`src/rtl/core/pfgr_pkg.sv`:
```
// Shared types and constants for the page frame buffer glyph renderer.
`default_nettype none
package pfgr_pkg;

  localparam int SCREEN_WIDTH_DEF   = 128;
  localparam int SCREEN_HEIGHT_DEF  = 64;
  localparam int GLYPH_COUNT_DEF    = 96;
  localparam int MAX_GLYPH_ROWS_DEF = 16;

  localparam int KIND_W   = 3;
  localparam int X_W      = 7;
  localparam int Y_W      = 6;
  localparam int CODE_W   = 8;
  localparam int GROW_W   = 4;
  localparam int BITS_W   = 16;
  localparam int BIDX_W   = 10;
  localparam int FONT_W   = 5;
  localparam int STATUS_W = 2;
  localparam int CFG_IDX_W = 1;

  localparam logic [CODE_W-1:0] FIRST_CODE = 8'd32;

  typedef enum logic [KIND_W-1:0] {
    KIND_PIXEL = 3'd0,
    KIND_CHAR  = 3'd1,
    KIND_CURS  = 3'd2,
    KIND_FILL  = 3'd3,
    KIND_LOAD  = 3'd4,
    KIND_READ  = 3'd5
  } kind_t;

  typedef enum logic [STATUS_W-1:0] {
    ST_OK      = 2'd0,
    ST_NOFIT   = 2'd1,
    ST_BADCODE = 2'd2
  } status_t;

  localparam logic [CFG_IDX_W-1:0] REG_FONT_WIDTH  = 1'b0;
  localparam logic [CFG_IDX_W-1:0] REG_FONT_HEIGHT = 1'b1;

  // controller to datapath
  typedef struct packed {
    logic load_item;    // capture input item
    logic latch_sts;    // hold item status before the cursor moves
    logic clr_step;     // write one frame byte of the fill or reset clearing sweep
    logic clr_next;     // advance fill address
    logic glyph_rd;     // read glyph row for current row
    logic frame_rd;     // read frame byte for current pixel
    logic frame_wr;     // write modified frame byte
    logic pix_next;     // advance column, wrap to next row
    logic do_pixel_rd;  // read byte for single pixel
    logic do_read;      // read byte for read kind
    logic glyph_wr;     // store glyph row
    logic cursor_set;   // load cursor from item
    logic cursor_adv;   // advance cursor after character
    logic capture_rd;   // latch read data
    logic result;       // drive result
  } pfgr_cmd_t;

  // datapath to controller
  typedef struct packed {
    kind_t   kind;
    logic    nofit;
    logic    badcode;
    logic    col_last;
    logic    row_last;
    logic    empty;
    logic    clr_last;
  } pfgr_sts_t;

endpackage
`default_nettype wire

```
`src/rtl/core/pfgr_ctrl.sv`:
```
// Controller: sequences each item and the reset clearing sweep.
`default_nettype none
module pfgr_ctrl (
  input  wire logic                 clk,
  input  wire logic                 rst_n,
  input  wire logic                 start,
  output logic                      busy,
  output logic                      done,
  output pfgr_pkg::pfgr_cmd_t       cmd,
  input  wire pfgr_pkg::pfgr_sts_t  sts
);
  import pfgr_pkg::*;

  typedef enum logic [3:0] {
    S_INIT, S_IDLE, S_DECODE, S_CLR, S_GRD, S_PRD, S_PWR,
    S_PIXRD, S_PIXWR, S_BYTERD, S_BYTECAP, S_DONE
  } state_t;

  state_t state_r, state_nxt;
  logic   init_r;
  logic   busy_r, busy_nxt;
  logic   done_r, done_nxt;

  always_comb begin
    state_nxt = state_r;
    cmd       = '0;
    done_nxt  = 1'b0;
    case (state_r)
      S_INIT: begin
        cmd.clr_step = 1'b1;
        cmd.clr_next = 1'b1;
        if (sts.clr_last) state_nxt = S_IDLE;
      end
      S_IDLE: begin
        if (start) begin
          cmd.load_item = 1'b1;
          state_nxt = S_DECODE;
        end
      end
      S_DECODE: begin
        cmd.latch_sts = 1'b1;
        case (sts.kind)
          KIND_PIXEL: state_nxt = S_PIXRD;
          KIND_CHAR: begin
            if (sts.nofit || sts.badcode) state_nxt = S_DONE;
            else if (sts.empty) begin
              cmd.cursor_adv = 1'b1;
              state_nxt = S_DONE;
            end else state_nxt = S_GRD;
          end
          KIND_CURS: begin
            cmd.cursor_set = 1'b1;
            state_nxt = S_DONE;
          end
          KIND_FILL: state_nxt = S_CLR;
          KIND_LOAD: begin
            cmd.glyph_wr = 1'b1;
            state_nxt = S_DONE;
          end
          KIND_READ: state_nxt = S_BYTERD;
          default: state_nxt = S_DONE;
        endcase
      end
      S_CLR: begin
        cmd.clr_step = 1'b1;
        cmd.clr_next = 1'b1;
        if (sts.clr_last) state_nxt = S_DONE;
      end
      S_GRD: begin
        cmd.glyph_rd = 1'b1;
        state_nxt = S_PRD;
      end
      S_PRD: begin
        cmd.frame_rd = 1'b1;
        state_nxt = S_PWR;
      end
      S_PWR: begin
        cmd.frame_wr = 1'b1;
        cmd.pix_next = 1'b1;
        if (sts.col_last) begin
          if (sts.row_last) begin
            cmd.cursor_adv = 1'b1;
            state_nxt = S_DONE;
          end else state_nxt = S_GRD;
        end else state_nxt = S_PRD;
      end
      S_PIXRD: begin
        cmd.do_pixel_rd = 1'b1;
        state_nxt = S_PIXWR;
      end
      S_PIXWR: begin
        cmd.frame_wr = 1'b1;
        state_nxt = S_DONE;
      end
      S_BYTERD: begin
        cmd.do_read = 1'b1;
        state_nxt = S_BYTECAP;
      end
      S_BYTECAP: begin
        cmd.capture_rd = 1'b1;
        state_nxt = S_DONE;
      end
      S_DONE: begin
        cmd.result = 1'b1;
        done_nxt = 1'b1;
        state_nxt = S_IDLE;
      end
      default: state_nxt = S_IDLE;
    endcase
    busy_nxt = (state_nxt != S_IDLE);
  end

  always_ff @(posedge clk) begin
    if (!rst_n) begin
      state_r <= S_INIT;
      init_r  <= 1'b1;
      busy_r  <= 1'b1;
      done_r  <= 1'b0;
    end else begin
      state_r <= state_nxt;
      init_r  <= (state_nxt == S_INIT);
      busy_r  <= busy_nxt;
      done_r  <= done_nxt;
    end
  end

  assign busy = busy_r;
  assign done = done_r;

  a_busy_idle: assert property (@(posedge clk) disable iff (!rst_n)
    (state_r == S_IDLE) |-> !busy_r)
    else $error("busy high in idle");
  a_done_after: assert property (@(posedge clk) disable iff (!rst_n)
    done_r |-> $past(state_r == S_DONE))
    else $error("done without result state");
  a_accept: assert property (@(posedge clk) disable iff (!rst_n)
    (start && !busy_r) |=> (state_r == S_DECODE))
    else $error("accepted item not decoded");
  a_init_once: assert property (@(posedge clk) disable iff (!rst_n)
    !init_r |=> !init_r)
    else $error("clearing sweep re-entered");

endmodule
`default_nettype wire

```
`config.mk`:
```
export PLATFORM = sky130hd
export DESIGN_NAME = pfgr_ctrl
export DESIGN_NICKNAME = d
export VERILOG_FILES = /design/src/rtl/core/pfgr_pkg.sv /design/src/rtl/core/pfgr_ctrl.sv
export SDC_FILE = /design/constraint.sdc
export NUM_CORES = 1
export LEC_CHECK = 0
export ABC_AREA = 1
export BUFFER_PORTS_ARGS = -buffer_cell sky130_fd_sc_hd__buf_2
export CORE_MARGIN = 5
export CORE_UTILIZATION = 43
export DETAILED_ROUTE_END_ITERATION = 10
export HOLD_SLACK_MARGIN = 0.02
export PLACE_DENSITY_LB_ADDON = 0.12
export SYNTH_ARGS = -nofsm -noshare
export SYNTH_HDL_FRONTEND = slang
export SYNTH_SLANG_ARGS = --single-unit
export TNS_END_PERCENT = 1
```
`constraint.sdc`:
```
create_clock -name clk -period 1.3 [get_ports clk]
set_input_delay 0.13 -clock clk [delete_from_list [all_inputs] [get_ports clk]]
set_output_delay 0.13 -clock clk [all_outputs]
set_load 0.005 [all_outputs]
```
==> impl_metrics.csv <==
group,metric,value,unit
power,cellPowerDensity,1580,mW/mm^2
final_layout,diodes,0,
drt,wl_per_cell,9.83,um
global_route,grt_pass1_wl,2320,um
sta,period_share,102,%
sta,finalSetupViolCount,1,
drt,first_pass_iters,4,
floorplanning,ioPinCount,29,
sta,clock_skew,5.87,ps
yosys,syn_area_per_cell,5.36,sq um
drt,antenna_left,0,
sta,max_freq,755,MHz
floorplanning,fp.dieW,46.3,um
sta,tightest_slew,252,ps
critical_path,startpoint_type,"flop",
critical_path,path_max_fanout,7,
power,ir_drop,0.000815,V
drt,drt_wl_total,1490,um
floorplanning,die_h,46.3,um
clock_network,h-tree-depth,1,
clock_network,cts-root-buf,"clkbuf_4",
min_path,min_path_type,"in -> reg",
global_route,grt_pass1_vias,617,
clock_network,clock_latency,250,ps
clock_network,numCtsBuffers,3,
drt,avgViaCountPerCell,4.83,
placed_design,gp_congestion,0.817,
yosys,syn_inst,106,
yosys,yosys_register_bits,6,
critical_path,arrival,1190,ps
final_layout,final_core_util,62.7,%
clock_network,ctsHoldBuffers,0,
sta,rsz0062_at_grt,"yes",
floorplanning,die_area,0.00215,sq mm
floorplanning,core-area,0.00127,sq mm
placed_design,port_buffers,28,
yosys,synth_area,568,sq um
yosys,ys_types,16,
critical_path,cp.required,1170,ps
yosys,yosysWarnings,0,
global_route,grt-ovfl-total,0,
drt,route.detailed.drc,0,
yosys,syn_nets,118,
critical_path,path_class,"reg -> out",
sta,hold_viol,0,
job,drv_cap,0,
final_layout,syn_to_final_growth,40.1,%
drt,first_iter_violations,4,
global_route,grt.total_usage,14.9,%
power,power.leakage,0.484,nW
critical_path,cp-end-kind,"output pin",
global_route,grt_max_degree,8,
sta,hold_ws,207,ps
floorplanning,start_util,44.8,%
global_route,antenna_found_initial,0,
clock_network,cts_tree,"built",
final_layout,drive_gt1_share,39.4,%
sta,period_needed,1320,ps
final_layout,nets,151,
sta,setup_ws,-25.0,ps
floorplanning,num_rows,13,
sta,slew_violations,0,
sta,slew_headroom,83.1,%
placed_design,dp_hpwl,1180,um
clock_network,cts.sinks,6,
run_status,status,"finished with violations",
clock_network,clock_path_buffers,2,
clock_network,clk_pin_slew,50,ps
drt,num_vias,734,
run_status,violations,"negative setup slack",
yosys,yosysSeqAreaShare,21.1,%
critical_path,r2r_slack,50,ps
sta,tns,-25.0,ps
## worst max-delay path: stages (launching register included)
cell and delay, ps:
dfxtp_4 390, inv_2 60, nor2_4 130, nand2_4 90, nor4_2 140, buf_2 150
## kinds of logic after synthesis
kind of cell | Yosys count | synth area share, %
and+or+nand+nor | 69 | 54.8
buffers and inverters | 23 | 16.5
AOI/OAI and AO/OA | 8 | 7.49
DFF | 6 | 21.1
## timing repair
| item | in CTS | in global routing |
|---|---|---|
| endpoints found under the setup margin | 16 | 16 |
| buffers inserted | 0 | 1 |
| gates resized for setup | 12 | 9 |
| pin swaps | 2 | 1 |
## layout by cell type (no fill, tap or decap), types with 4 or more instances in the layout
cell type,n
nand3_1,10
nand2_1,30
nor2_4,4
inv_2,4
a21oi_1,4
nor2_2,5
inv_1,17
nor2_1,13
dfxtp_4,4
buf_2,28
## worst paths after layout
kind,from,end,cells past startpoint
worst max-delay path,state_r[1],cmd[3],5
worst min register to register,state_r[0],done,2
worst min-delay path,rst_n,state_r[1],3
worst max register to register,state_r[1],busy,8
## power by group
group,total (mW),switching [mW],internal (mW)
clock network,0.171,0.0663,0.104
logic,0.747,0.457,0.290
registers,0.343,0.0864,0.257
total,1.26,0.610,0.651
## sequential cells by signal, indices dropped and copies added, names as in the netlist
| register | count |
|---|---|
| done | 1 |
| state_r | 4 |
| busy | 1 |
## cell type report
class                           count  area, sq um
Clock buffer                        3         22.5
Fill cell                         130          473
Inverter                           21         78.8
Multi-Input combinational cell     77          385
Sequential cell                     6          135
Tap cell                           15         18.8
Timing Repair Buffer               30          155
## routing by layer
| metal | global-route usage [%] | up-vias | share of wire [%] |
|---|---|---|---|
| li1 | - | 386 | - |
| met1 | 17.6 | 327 | 42 |
| met2 | 25.8 | 19 | 52 |
| met3 | 4.69 | 2 | 6.0 |
| met4 | 3.41 | 0 | 0.54 |
| met5 | 0 | - | 0 |
## synth_stat cells
cell type	number	area, sq um
nor2_2	1	6.26
dfxtp_1	6	120
nor4_1	1	6.26
nor3_1	3	15.0
nand3_1	10	50.1
o211ai_1	1	7.51
nand2_1	31	116
nor2_1	18	67.6
inv_2	2	7.51
inv_1	19	71.3
a21oi_1	4	20.0
nand2_2	1	6.26
buf_4	2	15.0
nor2_4	3	33.8
nand3_2	1	10.0
o21ai_0	3	15.0
## through the flow
step	setup WS (ps)	power, mW	instances	instance area [sq um]
finish	-25.0	1.26	152	796
global route	-151	1.41	152	796
CTS	-35.6	1.21	151	767
detailed placement	-47.8	0.978	148	719
global placement	-32.7	0.975	148	719
floorplan	146	0.800	106	568
Note: power is estimated with default switching activity, not from simulation.
